File: config.mk
export PLATFORM = sky130hd
export DESIGN_NAME = fixed_point_stack_expression_evaluator_top_flat
export DESIGN_NICKNAME = d
export VERILOG_FILES = /design/src/design/fpse_pkg.sv /design/src/design/fpse_in_if.sv /design/src/design/fpse_out_if.sv /design/src/design/fixed_point_stack_expression_evaluator_top.sv /design/src/flat_wrapper.sv
export SDC_FILE = /design/constraint.sdc
export NUM_CORES = 2
export LEC_CHECK = 0
export CAP_MARGIN = 20
export CORE_MARGIN = 2
export CORE_UTILIZATION = 59
export CTS_CLUSTER_DIAMETER = 50
export DETAILED_ROUTE_END_ITERATION = 7
export DONT_BUFFER_PORTS = 1
export PLACE_DENSITY = 0.78
export RECOVER_POWER = 25
export SLEW_MARGIN = 10
export SYNTH_ARGS = -nofsm -noshare
export SYNTH_HDL_FRONTEND = slang
export SYNTH_SLANG_ARGS = --single-unit
File: constraint.sdc
create_clock -name i_clk -period 6.2 [get_ports i_clk]
set_input_delay 0.31 -clock i_clk [delete_from_list [all_inputs] [get_ports i_clk]]
set_output_delay 0.31 -clock i_clk [all_outputs]
set_load 0.005 [all_outputs]
File: src/design/fpse_pkg.sv
// ----------------------------------------------------------------------------
// fpse_pkg
// Instruction codes and instruction helpers of the stack expression evaluator.
// ----------------------------------------------------------------------------
package fpse_pkg;

    localparam logic [5:0] M_END     = 6'd0;
    localparam logic [5:0] M_PUSH8   = 6'd1;
    localparam logic [5:0] M_PUSH16  = 6'd2;
    localparam logic [5:0] M_PUSHFX  = 6'd3;
    localparam logic [5:0] M_TRG     = 6'd4;
    localparam logic [5:0] M_CMD     = 6'd5;
    localparam logic [5:0] M_UNSUP   = 6'd6;
    localparam logic [5:0] M_ANDJ    = 6'd7;
    localparam logic [5:0] M_ORJ     = 6'd8;
    localparam logic [5:0] M_BOOL    = 6'd9;
    localparam logic [5:0] M_NEG     = 6'd10;
    localparam logic [5:0] M_NOT     = 6'd11;
    localparam logic [5:0] M_BNOT    = 6'd12;
    localparam logic [5:0] M_ABS     = 6'd13;
    localparam logic [5:0] M_FLOOR   = 6'd14;
    localparam logic [5:0] M_INRANGE = 6'd15;
    localparam logic [5:0] M_IFELSE  = 6'd16;
    localparam logic [5:0] M_ADD     = 6'd17;
    localparam logic [5:0] M_SUB     = 6'd18;
    localparam logic [5:0] M_MUL     = 6'd19;
    localparam logic [5:0] M_DIV     = 6'd20;
    localparam logic [5:0] M_MOD     = 6'd21;
    localparam logic [5:0] M_POW     = 6'd22;
    localparam logic [5:0] M_EQ      = 6'd23;
    localparam logic [5:0] M_NE      = 6'd24;
    localparam logic [5:0] M_LT      = 6'd25;
    localparam logic [5:0] M_LE      = 6'd26;
    localparam logic [5:0] M_GT      = 6'd27;
    localparam logic [5:0] M_GE      = 6'd28;
    localparam logic [5:0] M_BAND    = 6'd29;
    localparam logic [5:0] M_BOR     = 6'd30;
    localparam logic [5:0] M_BXOR    = 6'd31;
    localparam logic [5:0] M_LAND    = 6'd32;
    localparam logic [5:0] M_LOR     = 6'd33;
    localparam logic [5:0] M_LXOR    = 6'd34;

    localparam logic [1:0] ST_OK        = 2'd0;
    localparam logic [1:0] ST_OVERFLOW  = 2'd1;
    localparam logic [1:0] ST_INVALID   = 2'd2;
    localparam logic [1:0] ST_UNDERFLOW = 2'd3;

    // Encoded byte length of an instruction, used while skipping.
    function automatic logic [2:0] item_bytes(input logic [5:0] m);
        logic [2:0] len;
        case (m)
            M_PUSH8, M_TRG, M_CMD, M_UNSUP, M_INRANGE: len = 3'd2;
            M_PUSH16, M_ANDJ, M_ORJ:                    len = 3'd3;
            M_PUSHFX:                                   len = 3'd5;
            default:                                    len = 3'd1;
        endcase
        return len;
    endfunction

    // Number of stack words an instruction consumes.
    function automatic logic [1:0] operands_needed(input logic [5:0] m);
        logic [1:0] n;
        if (m <= M_UNSUP) begin
            n = 2'd0;
        end else if (m <= M_FLOOR) begin
            n = 2'd1;
        end else if (m <= M_IFELSE) begin
            n = 2'd3;
        end else begin
            n = 2'd2;
        end
        return n;
    endfunction

endpackage

File: src/design/fpse_in_if.sv
// ----------------------------------------------------------------------------
// fpse_in_if
// Instruction channel: one decoded bytecode instruction per item.
// ----------------------------------------------------------------------------
interface fpse_in_if;
    logic               valid;
    logic               ready;
    logic        [5:0]  mode;
    logic signed [31:0] operand_value;
    logic        [15:0] jump_bytes;
    logic        [1:0]  bound_flags;

    modport source (output valid, mode, operand_value, jump_bytes, bound_flags,
                    input ready);
    modport sink   (input valid, mode, operand_value, jump_bytes, bound_flags,
                    output ready);
endinterface

File: src/design/fpse_out_if.sv
// ----------------------------------------------------------------------------
// fpse_out_if
// Result channel: one evaluated expression value with its status per item.
// ----------------------------------------------------------------------------
interface fpse_out_if;
    logic               valid;
    logic               ready;
    logic signed [31:0] result_value;
    logic        [1:0]  status;

    modport source (output valid, result_value, status, input ready);
    modport sink   (input valid, result_value, status, output ready);
endinterface

File: src/design/fixed_point_stack_expression_evaluator_top.sv
// ----------------------------------------------------------------------------
// fixed_point_stack_expression_evaluator_top
// Stack machine that evaluates decoded bytecode on signed fixed-point words.
// ----------------------------------------------------------------------------
// One item is taken at a time. A push item is written to the stack straight
// from the idle state, and an end item passes through the end state, which
// waits while the previous result is still in the output register.
// An item that works on the stack is issued, reads its one to three operands
// from the stack memory one word a cycle, and then executes. Multiply goes on
// through a two-pass 32x16 multiplier, and divide and mod through a
// one-bit-per-cycle divider. Power reuses the multiplier: for an integral
// base it takes up to two multiplies per exponent bit, otherwise one multiply
// per unit of the exponent until the product stops changing. Skipped and
// ignored items are consumed straight from the idle state. A result waiting
// in the output register never stalls the next item unless that item is
// itself an end.
module fixed_point_stack_expression_evaluator_top
    import fpse_pkg::*;
#(
    parameter int STACK_DEPTH   = 16,
    parameter int FRACTION_BITS = 8
) (
    input  logic        i_clk,
    input  logic        i_rst_n,
    fpse_in_if.sink     i_in,
    fpse_out_if.source  o_out
);

    localparam int AW   = $clog2(STACK_DEPTH);
    localparam int DEPW = $clog2(STACK_DEPTH + 1);
    localparam int DW   = 32 + FRACTION_BITS;
    localparam int CW   = $clog2(DW + 1);
    localparam logic [31:0] FX_ONE  = 32'(1) << FRACTION_BITS;
    localparam logic [31:0] FX_MASK = FX_ONE - 32'(1);

    typedef enum logic [13:0] {
        S_IDLE = 14'b00000000000001,
        S_END  = 14'b00000000000010,
        S_F1   = 14'b00000000000100,
        S_F2   = 14'b00000000001000,
        S_F3   = 14'b00000000010000,
        S_EXEC = 14'b00000000100000,
        S_MUL1 = 14'b00000001000000,
        S_MUL2 = 14'b00000010000000,
        S_MUL3 = 14'b00000100000000,
        S_MULD = 14'b00001000000000,
        S_DIV  = 14'b00010000000000,
        S_DIVD = 14'b00100000000000,
        S_PI   = 14'b01000000000000,
        S_PF   = 14'b10000000000000
    } t_state;

    typedef enum logic [1:0] {
        MK_FX     = 2'd0,
        MK_PI_ACC = 2'd1,
        MK_PI_SQ  = 2'd2,
        MK_PF     = 2'd3
    } t_mul_kind;

    t_state    r_state;
    t_mul_kind r_kind;

    // Stack memory with a registered read and write-to-read forwarding.
    logic [31:0]     r_stack [STACK_DEPTH];
    logic [31:0]     r_rd;
    logic [AW-1:0]   rd_addr;
    logic            r_we;
    logic [AW-1:0]   r_waddr;
    logic [31:0]     r_wdata;

    logic [DEPW-1:0] r_depth;
    logic [15:0]     r_skip;
    logic [1:0]      r_abort;

    logic [5:0]      r_mode;
    logic [15:0]     r_jump;
    logic [1:0]      r_flags;
    logic [1:0]      r_need;
    logic [AW-1:0]   r_wb;
    logic [31:0]     r_a, r_b, r_c;

    logic            r_out_valid;
    logic [31:0]     r_out_value;
    logic [1:0]      r_out_status;
    logic            r_end_top;

    // Multiplier operands, partial products and product.
    logic [31:0]        r_ma, r_mb;
    logic signed [48:0] r_p0;
    logic signed [47:0] r_p1;
    logic [63:0]        r_prod;
    logic [31:0]        prod_fx;

    // Divider state.
    logic [31:0]   r_rem;
    logic [DW-1:0] r_quo;
    logic [31:0]   r_dvs;
    logic [CW-1:0] r_cnt;
    logic          r_neg;
    logic          r_is_mod;
    logic [32:0]   rem_sh;
    logic          div_fits;

    // Power loop state.
    logic [31:0]   r_acc, r_m, r_n;

    logic [5:0]    in_mode;
    logic [1:0]    in_need;
    logic [2:0]    in_len;
    logic [31:0]   alu_res;
    logic [31:0]   ia_s, ib_s;
    logic [31:0]   ua, ub, mag_ia, mag_ib;
    logic          in_ok;
    logic [31:0]   div_q, mod_r;

    assign in_mode = i_in.mode;
    assign in_need = operands_needed(in_mode);
    assign in_len  = item_bytes(in_mode);

    assign i_in.ready         = (r_state == S_IDLE);
    assign o_out.valid        = r_out_valid;
    assign o_out.result_value = r_out_value;
    assign o_out.status       = r_out_status;

    always_comb begin
        case (r_state)
            S_F1:    rd_addr = AW'(r_depth - DEPW'(2));
            S_F2:    rd_addr = AW'(r_depth - DEPW'(3));
            default: rd_addr = AW'(r_depth - DEPW'(1));
        endcase
    end

    always_ff @(posedge i_clk) begin
        if (r_we) begin
            r_stack[r_waddr] <= r_wdata;
        end
        if (r_we && (r_waddr == rd_addr)) begin
            r_rd <= r_wdata;
        end else begin
            r_rd <= r_stack[rd_addr];
        end
    end

    // Integer parts and magnitudes for mod, divide and power.
    assign ia_s   = 32'($signed(r_a) >>> FRACTION_BITS);
    assign ib_s   = 32'($signed(r_b) >>> FRACTION_BITS);
    assign ua     = r_a[31] ? (32'd0 - r_a) : r_a;
    assign ub     = r_b[31] ? (32'd0 - r_b) : r_b;
    assign mag_ia = ia_s[31] ? (32'd0 - ia_s) : ia_s;
    assign mag_ib = ib_s[31] ? (32'd0 - ib_s) : ib_s;

    assign in_ok = (r_flags[0] ? ($signed(r_c) >= $signed(r_a)) : ($signed(r_c) > $signed(r_a)))
                && (r_flags[1] ? ($signed(r_c) <= $signed(r_b)) : ($signed(r_c) < $signed(r_b)));

    // Combinational operations. The top word is r_b; r_a lies below it.
    always_comb begin
        case (r_mode)
            M_BOOL:    alu_res = (r_b != 32'd0) ? FX_ONE : 32'd0;
            M_NEG:     alu_res = 32'd0 - r_b;
            M_NOT:     alu_res = (r_b == 32'd0) ? FX_ONE : 32'd0;
            M_BNOT:    alu_res = ~r_b & ~FX_MASK;
            M_ABS:     alu_res = r_b[31] ? (32'd0 - r_b) : r_b;
            M_FLOOR:   alu_res = r_b & ~FX_MASK;
            M_INRANGE: alu_res = in_ok ? FX_ONE : 32'd0;
            M_IFELSE:  alu_res = (r_c != 32'd0) ? r_a : r_b;
            M_ADD:     alu_res = r_a + r_b;
            M_SUB:     alu_res = r_a - r_b;
            M_EQ:      alu_res = (r_a == r_b) ? FX_ONE : 32'd0;
            M_NE:      alu_res = (r_a != r_b) ? FX_ONE : 32'd0;
            M_LT:      alu_res = ($signed(r_a) <  $signed(r_b)) ? FX_ONE : 32'd0;
            M_LE:      alu_res = ($signed(r_a) <= $signed(r_b)) ? FX_ONE : 32'd0;
            M_GT:      alu_res = ($signed(r_a) >  $signed(r_b)) ? FX_ONE : 32'd0;
            M_GE:      alu_res = ($signed(r_a) >= $signed(r_b)) ? FX_ONE : 32'd0;
            M_BAND:    alu_res = (r_a & r_b) & ~FX_MASK;
            M_BOR:     alu_res = (r_a | r_b) & ~FX_MASK;
            M_BXOR:    alu_res = (r_a ^ r_b) & ~FX_MASK;
            M_LAND:    alu_res = ((r_a != 32'd0) && (r_b != 32'd0)) ? FX_ONE : 32'd0;
            M_LOR:     alu_res = ((r_a != 32'd0) || (r_b != 32'd0)) ? FX_ONE : 32'd0;
            default:   alu_res = ((r_a != 32'd0) != (r_b != 32'd0)) ? FX_ONE : 32'd0;
        endcase
    end

    assign prod_fx  = r_prod[FRACTION_BITS+31:FRACTION_BITS];
    assign rem_sh   = {r_rem, r_quo[DW-1]};
    assign div_fits = (rem_sh >= {1'b0, r_dvs});
    assign div_q    = r_neg ? (32'd0 - r_quo[31:0]) : r_quo[31:0];
    assign mod_r    = (r_neg ? (32'd0 - r_rem) : r_rem) << FRACTION_BITS;

    always_ff @(posedge i_clk) begin
        if (!i_rst_n) begin
            r_state     <= S_IDLE;
            r_kind      <= MK_FX;
            r_we        <= 1'b0;
            r_depth     <= '0;
            r_skip      <= '0;
            r_abort     <= ST_OK;
            r_out_valid <= 1'b0;
            r_cnt       <= '0;
        end else begin
            r_we <= 1'b0;
            if (r_out_valid && o_out.ready) begin
                r_out_valid <= 1'b0;
            end
            case (r_state)
                S_IDLE: begin
                    if (i_in.valid) begin
                        r_mode  <= in_mode;
                        r_jump  <= i_in.jump_bytes;
                        r_flags <= i_in.bound_flags;
                        r_need  <= in_need;
                        r_wb    <= AW'(r_depth - DEPW'(in_need));
                        if (in_mode == M_END) begin
                            r_end_top <= (r_abort == ST_OK) && (r_depth != '0);
                            r_state   <= S_END;
                        end else if (r_abort != ST_OK) begin
                            r_state <= S_IDLE;
                        end else if (r_skip != 16'd0) begin
                            r_skip <= (16'(in_len) >= r_skip) ? 16'd0 : r_skip - 16'(in_len);
                        end else if (in_mode > M_LXOR) begin
                            r_abort <= ST_INVALID;
                        end else if (r_depth < DEPW'(in_need)) begin
                            r_abort <= ST_UNDERFLOW;
                        end else if (in_need == 2'd0) begin
                            r_we    <= 1'b1;
                            r_waddr <= AW'(r_depth);
                            r_wdata <= (in_mode == M_UNSUP) ? 32'd0 : i_in.operand_value;
                            r_depth <= r_depth + DEPW'(1);
                            if ((r_depth + DEPW'(1)) >= DEPW'(STACK_DEPTH)) begin
                                r_abort <= ST_OVERFLOW;
                                r_skip  <= 16'd0;
                            end
                        end else begin
                            r_state <= S_F1;
                        end
                    end
                end
                S_END: begin
                    if (!r_out_valid || o_out.ready) begin
                        r_out_valid  <= 1'b1;
                        r_out_value  <= r_end_top ? r_rd : 32'd0;
                        r_out_status <= r_abort;
                        r_depth      <= '0;
                        r_skip       <= 16'd0;
                        r_abort      <= ST_OK;
                        r_state      <= S_IDLE;
                    end
                end
                S_F1: begin
                    r_b     <= r_rd;
                    r_state <= (r_need == 2'd1) ? S_EXEC : S_F2;
                end
                S_F2: begin
                    r_a     <= r_rd;
                    r_state <= (r_need == 2'd2) ? S_EXEC : S_F3;
                end
                S_F3: begin
                    r_c     <= r_rd;
                    r_state <= S_EXEC;
                end
                S_EXEC: begin
                    r_state <= S_IDLE;
                    case (r_mode)
                        M_ANDJ: begin
                            if (r_b == 32'd0) begin
                                r_skip <= r_jump;
                            end else begin
                                r_depth <= r_depth - DEPW'(1);
                            end
                        end
                        M_ORJ: begin
                            if (r_b != 32'd0) begin
                                r_we    <= 1'b1;
                                r_waddr <= r_wb;
                                r_wdata <= FX_ONE;
                                r_skip  <= r_jump;
                            end else begin
                                r_depth <= r_depth - DEPW'(1);
                            end
                        end
                        M_MUL: begin
                            r_ma    <= r_a;
                            r_mb    <= r_b;
                            r_kind  <= MK_FX;
                            r_state <= S_MUL1;
                        end
                        M_DIV, M_MOD: begin
                            if ((r_mode == M_DIV) ? (r_b == 32'd0) : (ib_s == 32'd0)) begin
                                r_we    <= 1'b1;
                                r_waddr <= r_wb;
                                r_wdata <= 32'd0;
                                r_depth <= DEPW'(r_wb) + DEPW'(1);
                            end else begin
                                r_is_mod <= (r_mode == M_MOD);
                                r_rem    <= 32'd0;
                                r_cnt    <= CW'(DW);
                                r_state  <= S_DIV;
                                if (r_mode == M_DIV) begin
                                    r_quo <= {ua, {FRACTION_BITS{1'b0}}};
                                    r_dvs <= ub;
                                    r_neg <= r_a[31] ^ r_b[31];
                                end else begin
                                    r_quo <= DW'(mag_ia);
                                    r_dvs <= mag_ib;
                                    r_neg <= ia_s[31];
                                end
                            end
                        end
                        M_POW: begin
                            r_n <= ib_s;
                            if (ib_s[31] || (ib_s == 32'd0)) begin
                                r_we    <= 1'b1;
                                r_waddr <= r_wb;
                                r_wdata <= FX_ONE;
                                r_depth <= DEPW'(r_wb) + DEPW'(1);
                            end else if ((r_a & FX_MASK) == 32'd0) begin
                                r_m     <= ia_s;
                                r_acc   <= 32'd1;
                                r_state <= S_PI;
                            end else begin
                                r_acc   <= FX_ONE;
                                r_state <= S_PF;
                            end
                        end
                        default: begin
                            r_we    <= 1'b1;
                            r_waddr <= r_wb;
                            r_wdata <= alu_res;
                            r_depth <= DEPW'(r_wb) + DEPW'(1);
                        end
                    endcase
                end
                S_MUL1: begin
                    r_p0    <= $signed(r_ma) * $signed({1'b0, r_mb[15:0]});
                    r_state <= S_MUL2;
                end
                S_MUL2: begin
                    r_p1    <= $signed(r_ma) * $signed(r_mb[31:16]);
                    r_state <= S_MUL3;
                end
                S_MUL3: begin
                    r_prod  <= {{15{r_p0[48]}}, r_p0} + {r_p1, 16'd0};
                    r_state <= S_MULD;
                end
                S_MULD: begin
                    case (r_kind)
                        MK_FX: begin
                            r_we    <= 1'b1;
                            r_waddr <= r_wb;
                            r_wdata <= prod_fx;
                            r_depth <= DEPW'(r_wb) + DEPW'(1);
                            r_state <= S_IDLE;
                        end
                        MK_PI_ACC: begin
                            r_acc   <= r_prod[31:0];
                            r_ma    <= r_m;
                            r_mb    <= r_m;
                            r_kind  <= MK_PI_SQ;
                            r_state <= S_MUL1;
                        end
                        MK_PI_SQ: begin
                            r_m     <= r_prod[31:0];
                            r_n     <= r_n >> 1;
                            r_state <= S_PI;
                        end
                        default: begin
                            if (prod_fx == r_acc) begin
                                r_n <= 32'd0;
                            end else begin
                                r_acc <= prod_fx;
                                r_n   <= r_n - 32'd1;
                            end
                            r_state <= S_PF;
                        end
                    endcase
                end
                S_PI: begin
                    if (r_n == 32'd0) begin
                        r_we    <= 1'b1;
                        r_waddr <= r_wb;
                        r_wdata <= r_acc << FRACTION_BITS;
                        r_depth <= DEPW'(r_wb) + DEPW'(1);
                        r_state <= S_IDLE;
                    end else begin
                        r_ma    <= r_n[0] ? r_acc : r_m;
                        r_mb    <= r_m;
                        r_kind  <= r_n[0] ? MK_PI_ACC : MK_PI_SQ;
                        r_state <= S_MUL1;
                    end
                end
                S_PF: begin
                    if (r_n == 32'd0) begin
                        r_we    <= 1'b1;
                        r_waddr <= r_wb;
                        r_wdata <= r_acc;
                        r_depth <= DEPW'(r_wb) + DEPW'(1);
                        r_state <= S_IDLE;
                    end else begin
                        r_ma    <= r_acc;
                        r_mb    <= r_a;
                        r_kind  <= MK_PF;
                        r_state <= S_MUL1;
                    end
                end
                S_DIV: begin
                    r_rem <= div_fits ? 32'(rem_sh - {1'b0, r_dvs}) : rem_sh[31:0];
                    r_quo <= {r_quo[DW-2:0], div_fits};
                    r_cnt <= r_cnt - CW'(1);
                    if (r_cnt == CW'(1)) begin
                        r_state <= S_DIVD;
                    end
                end
                S_DIVD: begin
                    r_we    <= 1'b1;
                    r_waddr <= r_wb;
                    r_wdata <= r_is_mod ? mod_r : div_q;
                    r_depth <= DEPW'(r_wb) + DEPW'(1);
                    r_state <= S_IDLE;
                end
                default: begin
                    r_state <= S_IDLE;
                end
            endcase
        end
    end

endmodule

File: src/flat_wrapper.sv
// flat-port wrapper written by rule: the top's interface ports become plain ports
module fixed_point_stack_expression_evaluator_top_flat import fpse_pkg::*;
#(
    parameter int STACK_DEPTH   = 16,
    parameter int FRACTION_BITS = 8
)
  (i_clk, i_rst_n, i_in_valid, i_in_mode, i_in_operand_value, i_in_jump_bytes, i_in_bound_flags, i_in_ready, o_out_valid, o_out_result_value, o_out_status, o_out_ready);
  fpse_in_if i_in_i ();
  fpse_out_if o_out_i ();
  input  logic i_clk;
  input  logic i_rst_n;
  input wire logic [$bits(i_in_i.valid)-1:0] i_in_valid;
  input wire logic [$bits(i_in_i.mode)-1:0] i_in_mode;
  input wire logic [$bits(i_in_i.operand_value)-1:0] i_in_operand_value;
  input wire logic [$bits(i_in_i.jump_bytes)-1:0] i_in_jump_bytes;
  input wire logic [$bits(i_in_i.bound_flags)-1:0] i_in_bound_flags;
  output wire logic [$bits(i_in_i.ready)-1:0] i_in_ready;
  output wire logic [$bits(o_out_i.valid)-1:0] o_out_valid;
  output wire logic [$bits(o_out_i.result_value)-1:0] o_out_result_value;
  output wire logic [$bits(o_out_i.status)-1:0] o_out_status;
  input wire logic [$bits(o_out_i.ready)-1:0] o_out_ready;
  assign i_in_i.valid = i_in_valid;
  assign i_in_i.mode = i_in_mode;
  assign i_in_i.operand_value = i_in_operand_value;
  assign i_in_i.jump_bytes = i_in_jump_bytes;
  assign i_in_i.bound_flags = i_in_bound_flags;
  assign i_in_ready = i_in_i.ready;
  assign o_out_valid = o_out_i.valid;
  assign o_out_result_value = o_out_i.result_value;
  assign o_out_status = o_out_i.status;
  assign o_out_i.ready = o_out_ready;
  fixed_point_stack_expression_evaluator_top #(.STACK_DEPTH(STACK_DEPTH), .FRACTION_BITS(FRACTION_BITS)) u_core (.i_clk(i_clk), .i_rst_n(i_rst_n), .i_in(i_in_i), .o_out(o_out_i));
endmodule
==> results.tsv <==
stage	metric	value	unit
timing	final count of hold timing violations	0	
power	sequential share of power	43.5	%
clocking	CTS buffer count	136	
detailed_routing	ANT nets after route	0	
floorplanning	Starting Density	59.3	%
grt	global-route wire length before repair	448	mm
logic_synthesis	Mapped Cells	7593	
grt	GR peak layer	met2	
grt	largest net degree at the start of global routing	129	
setup_path	CP Max Fanout	11	
timing	unrepaired setup endpoints after global routing	true	
logic_synthesis	Yosys warning total	0	
place	Placement Cell Area	86800	um2
grt	Total GRT Usage	43.7	%
timing	clk_skew	67.3	ps
clocking	Clock Latency Late Sink	830	ps
detailed_routing	drt initial violations	9067	
logic_synthesis	top-area cell type share of the netlist area	39.2	%
logic_synthesis	syn_nets	8672	
logic_synthesis	most common cell in the netlist	edfxtp_1	
logic_synthesis	main flop type after synthesis	edfxtp_1	
timing	Worst slew margin	9.54	%
detailed_routing	vias post-DR	65000	
timing	Hold Worst Slack	56.7	ps
logic_synthesis	EDFF count, synth	1079	
power	Clock power frac	42.8	%
grt	Congestion Overflow GR	0	
logic_synthesis	sequential share of the synthesized area	40.4	%
setup_path	CP endpoint kind	flip-flop	
logic_synthesis	Yosys top cell by area	edfxtp_1	
timing	Setup WS post-layout	-82.0	ps
hold_path	Min-Delay Path Class	in2reg	
place	RePlAce Congestion	1.08	
logic_synthesis	most frequent cells after synthesis	edfxtp_1, nand2_1, inv_1, fa_1, a21oi_1	
cells_and_area	share of cells above drive strength 1	13.1	%
timing	crit share post-route	101	%
detailed_routing	DRC	1	
grt	GR Util met1	53.5	%
power	Sw Ratio	27.5	%
detailed_routing	drt total wl	309	mm
setup_path	Crit Path Class	reg2reg	
timing	Final Setup Violations	5	
cells_and_area	Layout area overhead	12.3	%
place	DP Cell Count	9421	
timing	fin crit period	6280	ps
timing	FMAX	159	MHz
place	HPWL after DPL	221	mm
floorplanning	Die ar.	143000	um2
floorplanning	area of the core	139000	um2
clocking	Clock Path Buffers	3	
clocking	H-tree depth	4	
floorplanning	I/O pin count	96	
grt	GR Util met3	11.5	%
power	Total Power	19900	uW
grt	met2 GRT Util	67.7	%
power	Gate power share	13.7	%
logic_synthesis	largest cells by area after synthesis	edfxtp_1, fa_1, ha_1	
place	I/O Buffers	0	
floorplanning	cell row count	137	
floorplanning	Die W	378	um
cells_and_area	Finished Cell Area	92900	um2
logic_synthesis	area of the mapped netlist	82700	um2
setup_path	startpoint class of the critical path	flip-flop	
grt	antenna violations before repair	48	
logic_synthesis	Yosys reg bits	1130	
cells_and_area	Cell Count, Final, Fillers Out	9766	
power	VDD IR max	0.000481	V
floorplanning	Die H	378	um
timing	Slew Limit Fails	0	
setup_path	critical path required time	6730	ps
run_status	failing checks	DRC, setup timing	
grt	vias in the first global route	64500	
run_status	status	complete, but fails checks	
cells_and_area	Nets	8826	
cells_and_area	Core Util, Final	66.6	%
clocking	clk root buf	clkbuf_16	
logic_synthesis	Avg Cell Area, Syn	10.9	um2
clocking	CTS tree	done	
detailed_routing	DR WL/cell	31.7	um
power	switching power	5480	uW
setup_path	CP arrival	6810	ps
flow_run	max-cap viol count	0	
clocking	Clock transition at path regs	70	ps
power	Lkg Pwr	0.0362	uW
detailed_routing	Vias/cell	6.66	
logic_synthesis	Unique masters post-synth	115	
clocking	Clock Sinks	1130	
power	Power Density	214	nW/um2
power	cell internal pwr	14400	uW
logic_synthesis	ys async rst share	0	%
detailed_routing	DR pass1 iterations	8	
timing	Worst-Margin Slew	1360	ps
## path summary, 6_finish.rpt
path | end | cells after the start | from | slack (ps)
max | u_core.r_p0[37] | 20 | u_core.r_ma[19] | -80
min | u_core.r_wdata[27] | 5 | i_in_operand_value[27] | 60
max reg2reg | u_core.r_p0[37] | 20 | u_core.r_ma[19] | -80
min reg2reg | u_core.r_prod[8] | 0 | u_core.r_p0[8] | 430
## per-layer routing
layer  part of all wire (%)  vias up
met5                  0.082        -
met4                    8.4       38
met3                     11     1100
met2                     45     4677
met1                     35    32300
li1                       -    26900
## stage by stage
stage | TNS [ps] | worst slack (ps)
after CTS | 0 | 1.06
after global placement | -3190 | -467
final | -153 | -82.0
after detailed placement | -3400 | -479
after global routing | -1570 | -261
after floorplan | 0 | 9.43
## logic make-up (layout without fill, tap and decap cells)
group / Yosys count / count (layout) / share of synthesized area [%]
AND/OR/NAND/NOR: 2233 / 2233 / 12.9
flip-flops: 1130 / 1130 / 40.4
other: 0 / 32 / 0
AO/OA/AOI/OAI: 1395 / 1395 / 11.0
buffers and inverters: 1217 / 1482 / 5.59
adder cells (fa/ha/maj): 1019 / 1019 / 21.0
multiplexers: 214 / 214 / 5.03
XOR/XNOR: 385 / 385 / 4.08
## critical path, stage by stage, from the launching register on
cell,delay [ps]
edfxtp_1,590
buf_4,290
nand2_1,100
fa_1,530
fa_1,580
fa_1,450
fa_1,580
fa_1,450
fa_1,590
inv_1,60
ha_1,330
nand2_1,80
o21ai_1,80
nor4_1,260
a21oi_1,90
a31oi_2,200
o21ai_2,110
buf_6,130
a211o_1,270
a21oi_2,170
xnor2_1,80
## registers in the layout (all words and copies together), names as in the netlist, 24 cells and up, named ones only
signal	cells
u_core.r_mb	32
u_core.r_quo	40
u_core.r_b	32
u_core.r_p0	40
u_core.r_c	32
u_core.r_dvs	32
u_core.r_p1	24
u_core.r_stack	512
u_core.r_ma	32
u_core.r_m	32
u_core.r_acc	32
u_core.r_wdata	32
u_core.r_prod	40
u_core.r_n	32
u_core.o_out.result_value	32
u_core.r_a	32
u_core.r_rem	32
## cell type report
type,instances,area [um2]
sequential,1130,33400
clock inverter,97,1300
fill,10100,46500
clock buffer,152,3470
timing repair buffer,444,3790
inverter,789,2960
antenna,32,80.1
tap,1876,2350
multi-input combinational,5246,45500
## timing repair
item	4_1_cts	5_1_grt
gates resized for setup	54	117
hold endpoints to repair	60	1
hold buffers	29	1
buffers inserted	5	23
pin swaps	53	64
endpoints found under the setup margin	19	19
gates cloned	0	1
## power groups by stage
stage,sequential [uW],clock (uW),combinational [uW]
6_report,8670,8510,2730
5_1_grt,8680,8800,2840
4_1_cts,8660,8530,2620
3_5_place_dp,8820,0,2520
3_3_place_gp,8810,0,2460
2_1_floorplan,8730,0,1800
## placed cells by master (no fill, tap or decap), types with 35 or more instances in the layout
cell,synthesis,routed
inv_1,773,758
a211oi_1,61,57
o31ai_1,58,57
nor4_1,56,55
nand3_1,92,87
fa_1,609,603
xor2_1,119,119
ha_1,410,393
buf_4,2,356
mux2i_1,52,52
o211ai_1,36,36
a31oi_1,38,35
a22oi_1,96,96
nand2b_1,52,50
o221ai_1,35,35
nor2_1,403,380
clkbuf_16,0,137
dfxtp_1,51,47
nand2_1,932,924
nand4_1,44,44
mux4_2,161,161
o21ai_0,284,268
and2_1,334,324
a221oi_1,38,38
edfxtp_1,1079,1079
a21oi_1,412,393
a21o_1,65,64
nor3_1,115,107
xnor2_1,266,263
Power figures use the tool's default switching activity.
